**config.mk**
```make
export PLATFORM = sky130hd
export DESIGN_NAME = bottom_stack_tile_layout
export DESIGN_NICKNAME = d
export VERILOG_FILES = /design/src/hw/rtl/bstl_pkg.sv /design/src/hw/rtl/bstl_regs.sv /design/src/hw/rtl/bstl_div.sv /design/src/hw/rtl/bstl_ctrl.sv /design/src/hw/rtl/bstl_dp.sv /design/src/hw/rtl/bottom_stack_tile_layout.sv
export SDC_FILE = /design/constraint.sdc
export NUM_CORES = 1
export LEC_CHECK = 0
export BUFFER_PORTS_ARGS = -buffer_cell sky130_fd_sc_hd__buf_2
export CAP_MARGIN = 20
export CORE_MARGIN = 4
export CORE_UTILIZATION = 40
export DETAILED_ROUTE_END_ITERATION = 10
export PLACE_DENSITY = 0.64
export SYNTH_ARGS = -nofsm -noshare
export SYNTH_HDL_FRONTEND = slang
export SYNTH_SLANG_ARGS = --single-unit
```
**constraint.sdc**
```tcl
create_clock -name clk -period 5.5 [get_ports clk]
set_clock_uncertainty 0.1 [all_clocks]
set_input_delay 1.1 -clock clk [delete_from_list [all_inputs] [get_ports clk]]
set_output_delay 1.1 -clock clk [all_outputs]
set_load 0.005 [all_outputs]
```
**src/hw/rtl/bstl_pkg.sv**
```systemverilog
`default_nettype none
// ----------------------------------------------------------------------------
// bstl_pkg
// shared types and constants of the bottom-stack tile layout block
// ----------------------------------------------------------------------------
package bstl_pkg;

	localparam int MAX_WINDOWS = 16;
	localparam int CNT_W       = 5;
	localparam int COORD_W     = 10;
	localparam int POS_Y_W     = 11;
	localparam int IDX_W       = 4;
	localparam int FRAC_W      = 8;
	localparam int PROD_W      = FRAC_W + COORD_W;
	localparam int NX_W        = COORD_W + 2;
	localparam int CFG_ADDR_W  = 3;
	localparam int DIV_CNT_W   = $clog2(COORD_W + 1);

	localparam logic [COORD_W-1:0] RST_AREA_X          = COORD_W'(0);
	localparam logic [COORD_W-1:0] RST_AREA_Y          = COORD_W'(1);
	localparam logic [COORD_W-1:0] RST_AREA_W          = COORD_W'(80);
	localparam logic [COORD_W-1:0] RST_AREA_H          = COORD_W'(24);
	localparam logic [CNT_W-1:0]   RST_MASTER_COUNT    = CNT_W'(1);
	localparam logic [FRAC_W-1:0]  RST_MASTER_FRACTION = FRAC_W'(128);

	typedef enum logic [1:0] {
		KIND_NONE   = 2'd0,
		KIND_WINDOW = 2'd1,
		KIND_SEP    = 2'd2,
		KIND_CROSS  = 2'd3
	} kind_t;

	typedef enum logic [CFG_ADDR_W-1:0] {
		REG_AREA_X          = 3'd0,
		REG_AREA_Y          = 3'd1,
		REG_AREA_W          = 3'd2,
		REG_AREA_H          = 3'd3,
		REG_MASTER_COUNT    = 3'd4,
		REG_MASTER_FRACTION = 3'd5
	} reg_idx_t;

	typedef enum logic [2:0] {
		ST_IDLE,
		ST_ZERO,
		ST_SETUP,
		ST_DIV_M,
		ST_DIV_T,
		ST_WIN,
		ST_SEP,
		ST_CROSS
	} state_t;

	typedef struct packed {
		logic [COORD_W-1:0] area_x;
		logic [COORD_W-1:0] area_y;
		logic [COORD_W-1:0] area_w;
		logic [COORD_W-1:0] area_h;
		logic [CNT_W-1:0]   master_count;
		logic [FRAC_W-1:0]  master_fraction;
	} cfg_t;

	typedef struct packed {
		logic load;
		logic setup;
		logic div_start;
		logic div_sel_tile;
		logic cap_mw;
		logic cap_tw;
		logic emit_zero;
		logic emit_sep;
		logic emit_win;
		logic emit_cross;
	} dp_cmd_t;

	typedef struct packed {
		logic in_zero;
		logic emit_ok;
		logic div_done;
		logic has_tiles;
		logic win_last;
		logic next_row_start;
		logic cross_needed;
		logic cross_last;
	} dp_sts_t;

endpackage
`default_nettype wire

```
**src/hw/rtl/bstl_regs.sv**
```systemverilog
`default_nettype none
// ----------------------------------------------------------------------------
// bstl_regs
// configuration registers, written through a plain write port
// ----------------------------------------------------------------------------
module bstl_regs (
	input  wire logic                                clk,
	input  wire logic                                arst_n,
	input  wire logic                                cfg_we,
	input  wire logic [bstl_pkg::CFG_ADDR_W-1:0]     cfg_addr,
	input  wire logic [bstl_pkg::COORD_W-1:0]        cfg_wdata,
	output bstl_pkg::cfg_t                           cfg
);

	bstl_pkg::cfg_t cfg_q;

	always_ff @(posedge clk or negedge arst_n) begin
		if (!arst_n) begin
			cfg_q.area_x          <= bstl_pkg::RST_AREA_X;
			cfg_q.area_y          <= bstl_pkg::RST_AREA_Y;
			cfg_q.area_w          <= bstl_pkg::RST_AREA_W;
			cfg_q.area_h          <= bstl_pkg::RST_AREA_H;
			cfg_q.master_count    <= bstl_pkg::RST_MASTER_COUNT;
			cfg_q.master_fraction <= bstl_pkg::RST_MASTER_FRACTION;
		end else if (cfg_we) begin
			unique case (bstl_pkg::reg_idx_t'(cfg_addr))
				bstl_pkg::REG_AREA_X:          cfg_q.area_x <= cfg_wdata;
				bstl_pkg::REG_AREA_Y:          cfg_q.area_y <= cfg_wdata;
				bstl_pkg::REG_AREA_W:          cfg_q.area_w <= cfg_wdata;
				bstl_pkg::REG_AREA_H:          cfg_q.area_h <= cfg_wdata;
				bstl_pkg::REG_MASTER_COUNT:
					cfg_q.master_count <= cfg_wdata[bstl_pkg::CNT_W-1:0];
				bstl_pkg::REG_MASTER_FRACTION:
					cfg_q.master_fraction <= cfg_wdata[bstl_pkg::FRAC_W-1:0];
				default: ; // unused index, ignored
			endcase
		end
	end

	assign cfg = cfg_q;

endmodule
`default_nettype wire

```
**src/hw/rtl/bstl_div.sv**
```systemverilog
`default_nettype none
// ----------------------------------------------------------------------------
// bstl_div
// restoring divider, one quotient bit per cycle
// ----------------------------------------------------------------------------
module bstl_div (
	input  wire logic                           clk,
	input  wire logic                           arst_n,
	input  wire logic                           start,
	input  wire logic [bstl_pkg::COORD_W-1:0]   dividend,
	input  wire logic [bstl_pkg::CNT_W-1:0]     divisor,
	output logic                                done,
	output logic [bstl_pkg::COORD_W-1:0]        quotient
);

	logic [bstl_pkg::COORD_W-1:0]   q_q;
	logic [bstl_pkg::CNT_W-1:0]     r_q;
	logic [bstl_pkg::CNT_W-1:0]     d_q;
	logic [bstl_pkg::DIV_CNT_W-1:0] cnt_q;
	logic                           done_q;
	logic [bstl_pkg::CNT_W:0]       trial;
	logic [bstl_pkg::CNT_W:0]       diff;
	logic                           ge;

	always_comb begin
		trial = {r_q, q_q[bstl_pkg::COORD_W-1]};
		diff  = trial - {1'b0, d_q};
		ge    = trial >= {1'b0, d_q};
	end

	always_ff @(posedge clk or negedge arst_n) begin
		if (!arst_n) begin
			cnt_q  <= '0;
			done_q <= 1'b0;
		end else begin
			done_q <= (cnt_q == bstl_pkg::DIV_CNT_W'(1));
			if (start)
				cnt_q <= bstl_pkg::DIV_CNT_W'(bstl_pkg::COORD_W);
			else if (cnt_q != '0)
				cnt_q <= cnt_q - 1'b1;
		end
	end

	// partial remainder always stays below the divisor
	always_ff @(posedge clk) begin
		if (start) begin
			q_q <= dividend;
			r_q <= '0;
			d_q <= divisor;
		end else if (cnt_q != '0) begin
			r_q <= ge ? diff[bstl_pkg::CNT_W-1:0] : trial[bstl_pkg::CNT_W-1:0];
			q_q <= {q_q[bstl_pkg::COORD_W-2:0], ge};
		end
	end

	assign done     = done_q;
	assign quotient = q_q;

endmodule
`default_nettype wire

```
**src/hw/rtl/bstl_ctrl.sv**
```systemverilog
`default_nettype none
// ----------------------------------------------------------------------------
// bstl_ctrl
// sequencer: setup, one or two divisions, then, while the output can take it, one result per cycle
// ----------------------------------------------------------------------------
module bstl_ctrl (
	input  wire logic               clk,
	input  wire logic               arst_n,
	input  wire logic               in_valid,
	output logic                    in_ready,
	input  wire bstl_pkg::dp_sts_t  sts,
	output bstl_pkg::dp_cmd_t       cmd
);

	bstl_pkg::state_t state_q, state_d;

	always_ff @(posedge clk or negedge arst_n) begin
		if (!arst_n)
			state_q <= bstl_pkg::ST_IDLE;
		else
			state_q <= state_d;
	end

	// next state
	always_comb begin
		state_d = state_q;
		unique case (state_q)
			bstl_pkg::ST_IDLE: begin
				if (in_valid)
					state_d = sts.in_zero ? bstl_pkg::ST_ZERO : bstl_pkg::ST_SETUP;
			end
			bstl_pkg::ST_ZERO: begin
				if (sts.emit_ok)
					state_d = bstl_pkg::ST_IDLE;
			end
			bstl_pkg::ST_SETUP: state_d = bstl_pkg::ST_DIV_M;
			bstl_pkg::ST_DIV_M: begin
				if (sts.div_done)
					state_d = sts.has_tiles ? bstl_pkg::ST_DIV_T : bstl_pkg::ST_WIN;
			end
			bstl_pkg::ST_DIV_T: begin
				if (sts.div_done)
					state_d = bstl_pkg::ST_WIN;
			end
			bstl_pkg::ST_WIN: begin
				if (sts.emit_ok) begin
					priority if (sts.win_last)
						state_d = sts.cross_needed ? bstl_pkg::ST_CROSS : bstl_pkg::ST_IDLE;
					else if (sts.next_row_start)
						state_d = bstl_pkg::ST_WIN;
					else
						state_d = bstl_pkg::ST_SEP;
				end
			end
			bstl_pkg::ST_SEP: begin
				if (sts.emit_ok)
					state_d = bstl_pkg::ST_WIN;
			end
			bstl_pkg::ST_CROSS: begin
				if (sts.emit_ok && sts.cross_last)
					state_d = bstl_pkg::ST_IDLE;
			end
			default: state_d = bstl_pkg::ST_IDLE;
		endcase
	end

	// commands
	always_comb begin
		cmd      = '0;
		in_ready = 1'b0;
		unique case (state_q)
			bstl_pkg::ST_IDLE: begin
				in_ready = 1'b1;
				cmd.load = in_valid;
			end
			bstl_pkg::ST_ZERO:  cmd.emit_zero = sts.emit_ok;
			bstl_pkg::ST_SETUP: begin
				cmd.setup     = 1'b1;
				cmd.div_start = 1'b1;
			end
			bstl_pkg::ST_DIV_M: begin
				cmd.cap_mw       = sts.div_done;
				cmd.div_start    = sts.div_done && sts.has_tiles;
				cmd.div_sel_tile = 1'b1;
			end
			bstl_pkg::ST_DIV_T: cmd.cap_tw = sts.div_done;
			bstl_pkg::ST_WIN:   cmd.emit_win = sts.emit_ok;
			bstl_pkg::ST_SEP:   cmd.emit_sep = sts.emit_ok;
			bstl_pkg::ST_CROSS: cmd.emit_cross = sts.emit_ok;
			default: ;
		endcase
	end

endmodule
`default_nettype wire

```
**src/hw/rtl/bstl_dp.sv**
```systemverilog
`default_nettype none
// ----------------------------------------------------------------------------
// bstl_dp
// layout datapath: counts, row heights, widths, walking column, result register
// ----------------------------------------------------------------------------
module bstl_dp (
	input  wire logic                                 clk,
	input  wire logic                                 arst_n,
	input  wire bstl_pkg::cfg_t                       cfg,
	input  wire logic [bstl_pkg::CNT_W-1:0]           window_count,
	input  wire bstl_pkg::dp_cmd_t                    cmd,
	output bstl_pkg::dp_sts_t                         sts,
	output logic                                      out_valid,
	input  wire logic                                 out_ready,
	output logic [1:0]                                kind,
	output logic [bstl_pkg::IDX_W-1:0]                window_index,
	output logic [bstl_pkg::COORD_W-1:0]              pos_x,
	output logic signed [bstl_pkg::POS_Y_W-1:0]       pos_y,
	output logic [bstl_pkg::COORD_W-1:0]              width,
	output logic [bstl_pkg::COORD_W-1:0]              height,
	output logic                                      last
);

	localparam int CW = bstl_pkg::COORD_W;
	localparam int NW = bstl_pkg::CNT_W;
	localparam int XW = bstl_pkg::NX_W;
	localparam int YW = bstl_pkg::POS_Y_W;

	logic [NW-1:0] n_q, m_q, i_q;
	logic [CW-1:0] mh_q, mw_q, tw_q;
	logic [XW-1:0] nx_q;

	logic [NW-1:0]                  n_sat, m_min, m_clamp, div_d;
	logic [bstl_pkg::PROD_W-1:0]    prod;
	logic [CW-1:0]                  quot;
	logic                           div_done;
	logic                           in_tile, has_tiles, row_last, win_last;
	logic                           next_row_start, cross_needed, cross_last;
	logic [CW:0]                    end_x;
	logic signed [XW:0]             rem_w;
	logic [CW-1:0]                  nw_sat, nw;
	logic [YW-1:0]                  ay, tile_y, row_y;
	logic [CW-1:0]                  row_h;
	logic                           emit, emit_ok;

	logic                           out_valid_q;
	bstl_pkg::kind_t                kind_q;
	logic [bstl_pkg::IDX_W-1:0]     idx_q;
	logic [CW-1:0]                  pos_x_q, width_q, height_q;
	logic [YW-1:0]                  pos_y_q;
	logic                           last_q;

	always_comb begin
		n_sat   = (window_count > NW'(bstl_pkg::MAX_WINDOWS)) ?
			NW'(bstl_pkg::MAX_WINDOWS) : window_count;
		m_min   = (cfg.master_count > n_sat) ? n_sat : cfg.master_count;
		m_clamp = (m_min == '0) ? NW'(1) : m_min;
		prod    = bstl_pkg::PROD_W'(cfg.master_fraction) * bstl_pkg::PROD_W'(cfg.area_h);
		div_d   = cmd.div_sel_tile ? NW'(n_q - m_q) : m_q;
	end

	bstl_div u_div (
		.clk      (clk),
		.arst_n   (arst_n),
		.start    (cmd.div_start),
		.dividend (cfg.area_w),
		.divisor  (div_d),
		.done     (div_done),
		.quotient (quot)
	);

	always_comb begin
		has_tiles      = (n_q != m_q);
		in_tile        = (i_q >= m_q);
		win_last       = (i_q == NW'(n_q - 1'b1));
		cross_last     = (i_q == NW'(m_q - 1'b1));
		row_last       = in_tile ? win_last : cross_last;
		next_row_start = (NW'(i_q + 1'b1) == m_q);
		cross_needed   = has_tiles && (m_q != NW'(1));

		// leftover width of the last window in a row, floored at zero
		end_x  = {1'b0, cfg.area_x} + {1'b0, cfg.area_w};
		rem_w  = $signed({{(XW-CW){1'b0}}, end_x}) - $signed({1'b0, nx_q});
		nw_sat = rem_w[XW] ? '0 : rem_w[CW-1:0];
		nw     = row_last ? nw_sat : (in_tile ? tw_q : mw_q);

		ay     = {1'b0, cfg.area_y};
		tile_y = ay + {1'b0, mh_q};
		row_y  = in_tile ? tile_y : ay;
		row_h  = in_tile ? (cfg.area_h - mh_q) : mh_q;
	end

	always_ff @(posedge clk) begin
		if (cmd.load) begin
			n_q <= n_sat;
			m_q <= m_clamp;
		end
		if (cmd.setup) begin
			mh_q <= has_tiles ? prod[bstl_pkg::PROD_W-1:bstl_pkg::FRAC_W] : cfg.area_h;
			i_q  <= '0;
			nx_q <= XW'(cfg.area_x);
		end
		if (cmd.cap_mw)
			mw_q <= quot;
		if (cmd.cap_tw)
			tw_q <= quot;
		priority if (cmd.emit_win) begin
			priority if (win_last) begin
				// first cross column follows the first master window
				nx_q <= XW'(cfg.area_x) + XW'(mw_q);
				i_q  <= NW'(1);
			end else if (next_row_start) begin
				nx_q <= XW'(cfg.area_x);
				i_q  <= NW'(i_q + 1'b1);
			end else begin
				nx_q <= nx_q + XW'(nw);
				i_q  <= NW'(i_q + 1'b1);
			end
		end else if (cmd.emit_sep) begin
			nx_q <= nx_q + 1'b1;
		end else if (cmd.emit_cross) begin
			nx_q <= nx_q + XW'(mw_q) + 1'b1;
			i_q  <= NW'(i_q + 1'b1);
		end else begin
		end
	end

	// result register
	assign emit    = cmd.emit_zero | cmd.emit_win | cmd.emit_sep | cmd.emit_cross;
	assign emit_ok = !out_valid_q || out_ready;

	always_ff @(posedge clk or negedge arst_n) begin
		if (!arst_n)
			out_valid_q <= 1'b0;
		else if (emit)
			out_valid_q <= 1'b1;
		else if (out_ready)
			out_valid_q <= 1'b0;
	end

	always_ff @(posedge clk) begin
		priority if (cmd.emit_zero) begin
			kind_q   <= bstl_pkg::KIND_NONE;
			idx_q    <= '0;
			pos_x_q  <= '0;
			pos_y_q  <= '0;
			width_q  <= '0;
			height_q <= '0;
			last_q   <= 1'b1;
		end else if (cmd.emit_win) begin
			kind_q   <= bstl_pkg::KIND_WINDOW;
			idx_q    <= i_q[bstl_pkg::IDX_W-1:0];
			pos_x_q  <= nx_q[CW-1:0];
			pos_y_q  <= row_y;
			width_q  <= nw;
			height_q <= row_h;
			last_q   <= win_last && !cross_needed;
		end else if (cmd.emit_sep) begin
			kind_q   <= bstl_pkg::KIND_SEP;
			idx_q    <= i_q[bstl_pkg::IDX_W-1:0];
			pos_x_q  <= nx_q[CW-1:0];
			pos_y_q  <= row_y - 1'b1;
			width_q  <= '0;
			height_q <= row_h;
			last_q   <= 1'b0;
		end else if (cmd.emit_cross) begin
			kind_q   <= bstl_pkg::KIND_CROSS;
			idx_q    <= i_q[bstl_pkg::IDX_W-1:0];
			pos_x_q  <= nx_q[CW-1:0];
			pos_y_q  <= tile_y - 1'b1;
			width_q  <= '0;
			height_q <= '0;
			last_q   <= cross_last;
		end else begin
		end
	end

	always_comb begin
		sts.in_zero        = (window_count == '0);
		sts.emit_ok        = emit_ok;
		sts.div_done       = div_done;
		sts.has_tiles      = has_tiles;
		sts.win_last       = win_last;
		sts.next_row_start = next_row_start;
		sts.cross_needed   = cross_needed;
		sts.cross_last     = cross_last;
	end

	assign out_valid    = out_valid_q;
	assign kind         = kind_q;
	assign window_index = idx_q;
	assign pos_x        = pos_x_q;
	assign pos_y        = pos_y_q;
	assign width        = width_q;
	assign height       = height_q;
	assign last         = last_q;

endmodule
`default_nettype wire

```
**src/hw/rtl/bottom_stack_tile_layout.sv**
```systemverilog
`default_nettype none
// ----------------------------------------------------------------------------
// bottom_stack_tile_layout
// places a number of windows in a master row on top and a tile row below
// ----------------------------------------------------------------------------
// one input item carries a window count; the block answers with a stream of
// result items (window rectangles, separators with a top tee, cross marks),
// the final one flagged by last. a count of zero gives a single empty item.
// after an item is taken, a setup state finds the master row height from an
// 8x10 multiply; then come the master width division (ten quotient bits, then
// a completion flag) and, when a tile row exists, the tile width division,
// both on one shared restoring divider that retires a quotient bit per cycle.
// results then leave at one per cycle while out_ready is high. the block works
// on one item at a time; in_ready rises again as soon as the last result sits
// in the output register, so setup of the next item overlaps with that result
// waiting downstream.
// configuration writes land at once and are meant for idle periods only.
// ----------------------------------------------------------------------------
module bottom_stack_tile_layout (
	input  wire logic                                  clk,
	input  wire logic                                  arst_n,
	// configuration write port
	input  wire logic                                  cfg_we,
	input  wire logic [bstl_pkg::CFG_ADDR_W-1:0]       cfg_addr,
	input  wire logic [bstl_pkg::COORD_W-1:0]          cfg_wdata,
	// request items
	input  wire logic                                  in_valid,
	output logic                                       in_ready,
	input  wire logic [bstl_pkg::CNT_W-1:0]            window_count,
	// result items
	output logic                                       out_valid,
	input  wire logic                                  out_ready,
	output logic [1:0]                                 kind,
	output logic [bstl_pkg::IDX_W-1:0]                 window_index,
	output logic [bstl_pkg::COORD_W-1:0]               pos_x,
	output logic signed [bstl_pkg::POS_Y_W-1:0]        pos_y,
	output logic [bstl_pkg::COORD_W-1:0]               width,
	output logic [bstl_pkg::COORD_W-1:0]               height,
	output logic                                       last
);

	bstl_pkg::cfg_t    cfg;
	bstl_pkg::dp_cmd_t cmd;
	bstl_pkg::dp_sts_t sts;

	// area, master count and fraction
	bstl_regs u_regs (
		.clk       (clk),
		.arst_n    (arst_n),
		.cfg_we    (cfg_we),
		.cfg_addr  (cfg_addr),
		.cfg_wdata (cfg_wdata),
		.cfg       (cfg)
	);

	// sequencer
	bstl_ctrl u_ctrl (
		.clk      (clk),
		.arst_n   (arst_n),
		.in_valid (in_valid),
		.in_ready (in_ready),
		.sts      (sts),
		.cmd      (cmd)
	);

	// arithmetic, column walk and output register
	bstl_dp u_dp (
		.clk          (clk),
		.arst_n       (arst_n),
		.cfg          (cfg),
		.window_count (window_count),
		.cmd          (cmd),
		.sts          (sts),
		.out_valid    (out_valid),
		.out_ready    (out_ready),
		.kind         (kind),
		.window_index (window_index),
		.pos_x        (pos_x),
		.pos_y        (pos_y),
		.width        (width),
		.height       (height),
		.last         (last)
	);

endmodule
`default_nettype wire

```
==> qor.yml <==
status:
  outcome: "finished clean"
clock_tree:
  cts-buffers-inserted: 17
  htree_levels: 4
  cts_tree: "yes"
  clkTransAtPathRegs_ps: 80
  clkLatencyLatePin_ps: 460
  cts.path.max_buffers: 2
  cts_root_buffer: "clkbuf_16"
  cts_sinks: 187
floorplan:
  dieArea_sq_um: 39400
  die_h_um: 198
  start_util_pct: 40.7
  rows: 69
  io-pin-count: 73
  core_area_sq_um: 35700
  fp.dieW_um: 198
power:
  vdd_ir_drop_max_mv: 0.733
  finalPower_mw: 10.7
  power_density_nw_per_um2: 654
  power_leakage_nw: 7.28
critical_path:
  r2r-end: "u_dp.nx_q[8]$_DFFE_PP_"
  max_stage_delay_ps: 510
  required_ps: 5680
  crit_path_end_kind: "register"
  cpMaxStageDelayCell: "fa_1"
  cp_cell_sequence: "inv_1 -> fa_1 -> inv_1 -> fa_2 -> a21o_1 -> a21o_1 -> a211oi_2 -> o21ai_1 -> o211ai_1 -> a2111oi_4 -> a222oi_1 -> inv_1 -> ha_1 -> fa_1 -> a21oi_2 -> o211ai_1 -> o41a_1 -> xor2_1 -> nor2_1 -> a211oi_1 -> a211oi_1 -> a211oi_1"
  crit_fanout: 4
  setup.worst_path.start: "u_regs.cfg[44]$_DFFE_PN0P_"
  worstSetupEndpoint: "u_dp.nx_q[8]$_DFFE_PP_"
  timing.rr.start: "u_regs.cfg[44]$_DFFE_PN0P_"
  reg2reg_slack_ps: 190
  r2r.worst_path.cells: 22
  critical_path_arrival_ps: 5500
  worstSetupPathType: "register to register"
  start_kind: "register"
routing:
  ant_nets: 0
  post_drt_wl_per_cell_um: 19.5
  drt_iter0_drc: 905
  first_pass_iters: 5
  vias: 12000
  wirelength_um: 41900
  route.detailed.drc: 0
  post_drt_via_cell_ratio: 5.57
cells_and_area:
  nNetsFinal: 1888
  antenna_cells: 0
  seq_area_sq_um: 4730
  multiInputGateArea_sq_um: 8930
  drive_above_1_share_pct: 14.8
  area_growth_pct: 12.5
  num-fill-cells: 3403
synthesis:
  syn_inst: 1594
  async_reset_ff_share_pct: 33.2
  synth_warnings: 0
  syn_area_sq_um: 14500
  ys_seq_area_share_pct: 32.6
  synth_top_area_share_pct: 13.9
  ys_types: 79
  synth_edf_count: 67
  ys_ff_latch: 187
  synth_area_leaders: "edfxtp_1 (14%), ha_1 (11%), dfrtp_1 (9.5%)"
  synth_area_leader_cell: "edfxtp_1"
  syn_nets: 1807
  synth-main-ff-cell: "edfxtp_1"
  synth_area_per_cell_sq_um: 9.10
global_routing:
  overflow: 0
  grt_pass1_vias: 11900
  grt_usage_pct: 21.5
  antenna_found_initial: 0
  grt_first_pass_wirelength_um: 66300
  grt_max_degree: 63
hold_path:
  min_path_type: "register to register"
timing:
  post-route-period-util_pct: 96.6
  slew_violations: 0
  layout_min_cycle_time_ps: 5310
  slew_headroom_pct: 33.1
  setup_viol: 0
  timing.fmax_mhz: 188
  setup-tns-final_ps: 0
  final_hold_viol_count: 0
  tightest_slew_ps: 1000
placed_design:
  dp_hpwl_um: 32000
  portBuffers: 72
  gp_congestion: 0.930
run:
  maxCapViolCount: 0
==> power by group <==
group	internal [mW]	switching, mW
combinational	2.95	3.89
clock	0.645	0.656
sequential	2.07	0.464
==> metrics by stage <==
| stage | instances | utilization, % | hold WS [ps] | area [sq um] | setup WS, ps |
|---|---|---|---|---|---|
| after global routing | 2149 | 45.8 | 373 | 16300 | -40.7 |
| after global placement | 2110 | 43.7 | 334 | 15600 | 103 |
| after CTS | 2143 | 45.4 | 352 | 16200 | 43.4 |
| after floorplan | 1594 | - | 332 | 14500 | 310 |
| final | 2149 | 45.8 | 349 | 16300 | 188 |
| after detailed placement | 2110 | 43.7 | 341 | 15600 | -143 |
==> layout by cell type, fill, tap and decap left out, types with 58 or more instances in the layout <==
| cell type | synthesis | layout |
|---|---|---|
| edfxtp_1 | 67 | 67 |
| buf_2 | 7 | 72 |
| o21ai_0 | 84 | 82 |
| nor2_1 | 86 | 84 |
| ha_1 | 126 | 123 |
| fa_1 | 64 | 63 |
| nand2_1 | 193 | 193 |
| a21oi_1 | 91 | 90 |
| dfxtp_1 | 58 | 58 |
| inv_1 | 178 | 178 |
==> cell families after synthesis <==
family | Yosys count | synth area share (%)
compound gates | 362 | 16.1
xor+xnor | 94 | 5.73
fa+ha+maj | 191 | 19.8
buf+inv | 245 | 6.40
flops | 187 | 32.6
mux | 64 | 4.88
simple gates | 451 | 14.5
==> how the worst min path moves through the flow <==
stage | startpoint | endpoint | slack [ps] | depth (start not counted)
final | u_dp.width[5]$_SDFFE_PP0P_ | u_dp.width[5]$_SDFFE_PP0P_ | 350 | 2
after global routing | u_dp.width[8]$_SDFFE_PP0P_ | u_dp.width[8]$_SDFFE_PP0P_ | 370 | 2
after CTS | u_dp.width[4]$_SDFFE_PP0P_ | u_dp.width[4]$_SDFFE_PP0P_ | 350 | 2
after detailed placement | u_dp.width[4]$_SDFFE_PP0P_ | u_dp.width[4]$_SDFFE_PP0P_ | 340 | 2
after global placement | u_dp.width[3]$_SDFFE_PP0P_ | u_dp.width[3]$_SDFFE_PP0P_ | 330 | 2
after floorplan | u_dp.u_div.r_q[4]$_SDFFE_PP0P_ | u_dp.u_div.r_q[4]$_SDFFE_PP0P_ | 330 | 2
==> critical path, delay by kind of cell (launching register included) <==
family,cells,cell delay [ps]
flip-flops,1,370
XOR/XNOR,1,140
AND/OR/NAND/NOR,1,50
adder cells (fa/ha/maj),4,1570
AO/OA/AOI/OAI,13,2680
buffers and inverters,3,260
==> synth_stat cells, drive strengths merged (44+ instances only) <==
cell type,instances
edfxtp,67
clkbuf,57
nand2,193
ha,126
dfrtp,55
inv,178
a21oi,91
o21ai,107
fa,64
dfxtp,58
and2,44
xnor2,56
nor2,89
mux2,51
==> area by class of cell <==
cell class / instances / share of cell area (%)
Clock buffer: 18 / 2.76
Sequential cell: 187 / 29.0
Multi-Input combinational cell: 1162 / 54.8
Tap cell: 461 / 3.54
Timing Repair Buffer: 129 / 4.83
Inverter: 178 / 4.10
Clock inverter: 14 / 0.982
==> registers in the layout, summed over array words and instances, names as in the netlist, 3 cells and up <==
signal and cells:
u_dp.mh_q 10, u_dp.i_q 5, u_dp.u_div.quotient 10, u_regs.cfg 53, u_dp.width 10, u_dp.pos_y 11, u_dp.n_q 5, u_dp.u_div.r_q 5
u_dp.m_q 5, u_dp.height 10, u_dp.window_index 4, u_dp.u_div.cnt_q 4, u_dp.mw_q 10, u_ctrl.state_q 3, u_dp.nx_q 12, u_dp.pos_x 10
u_dp.tw_q 10, u_dp.u_div.d_q 5
==> layer usage <==
metal,vias to the layer above,part of all wire (%),global-route usage [%]
met3,60,5.6,2.91
met2,371,49,36.6
met4,0,2.1,6.03
met5,-,0,0
li1,5690,-,-
met1,5842,44,28.9
==> timing repair <==
| item | in CTS | in global routing |
|---|---|---|
| pin swaps | 1 | 12 |
| gates resized for setup | 3 | 13 |
| hold buffers | 0 | 0 |
| buffers inserted | 1 | 6 |
| cloned | 0 | 0 |
| setup endpoints to repair | 3 | 6 |
No activity file was read; power rests on OpenSTA's default activity.
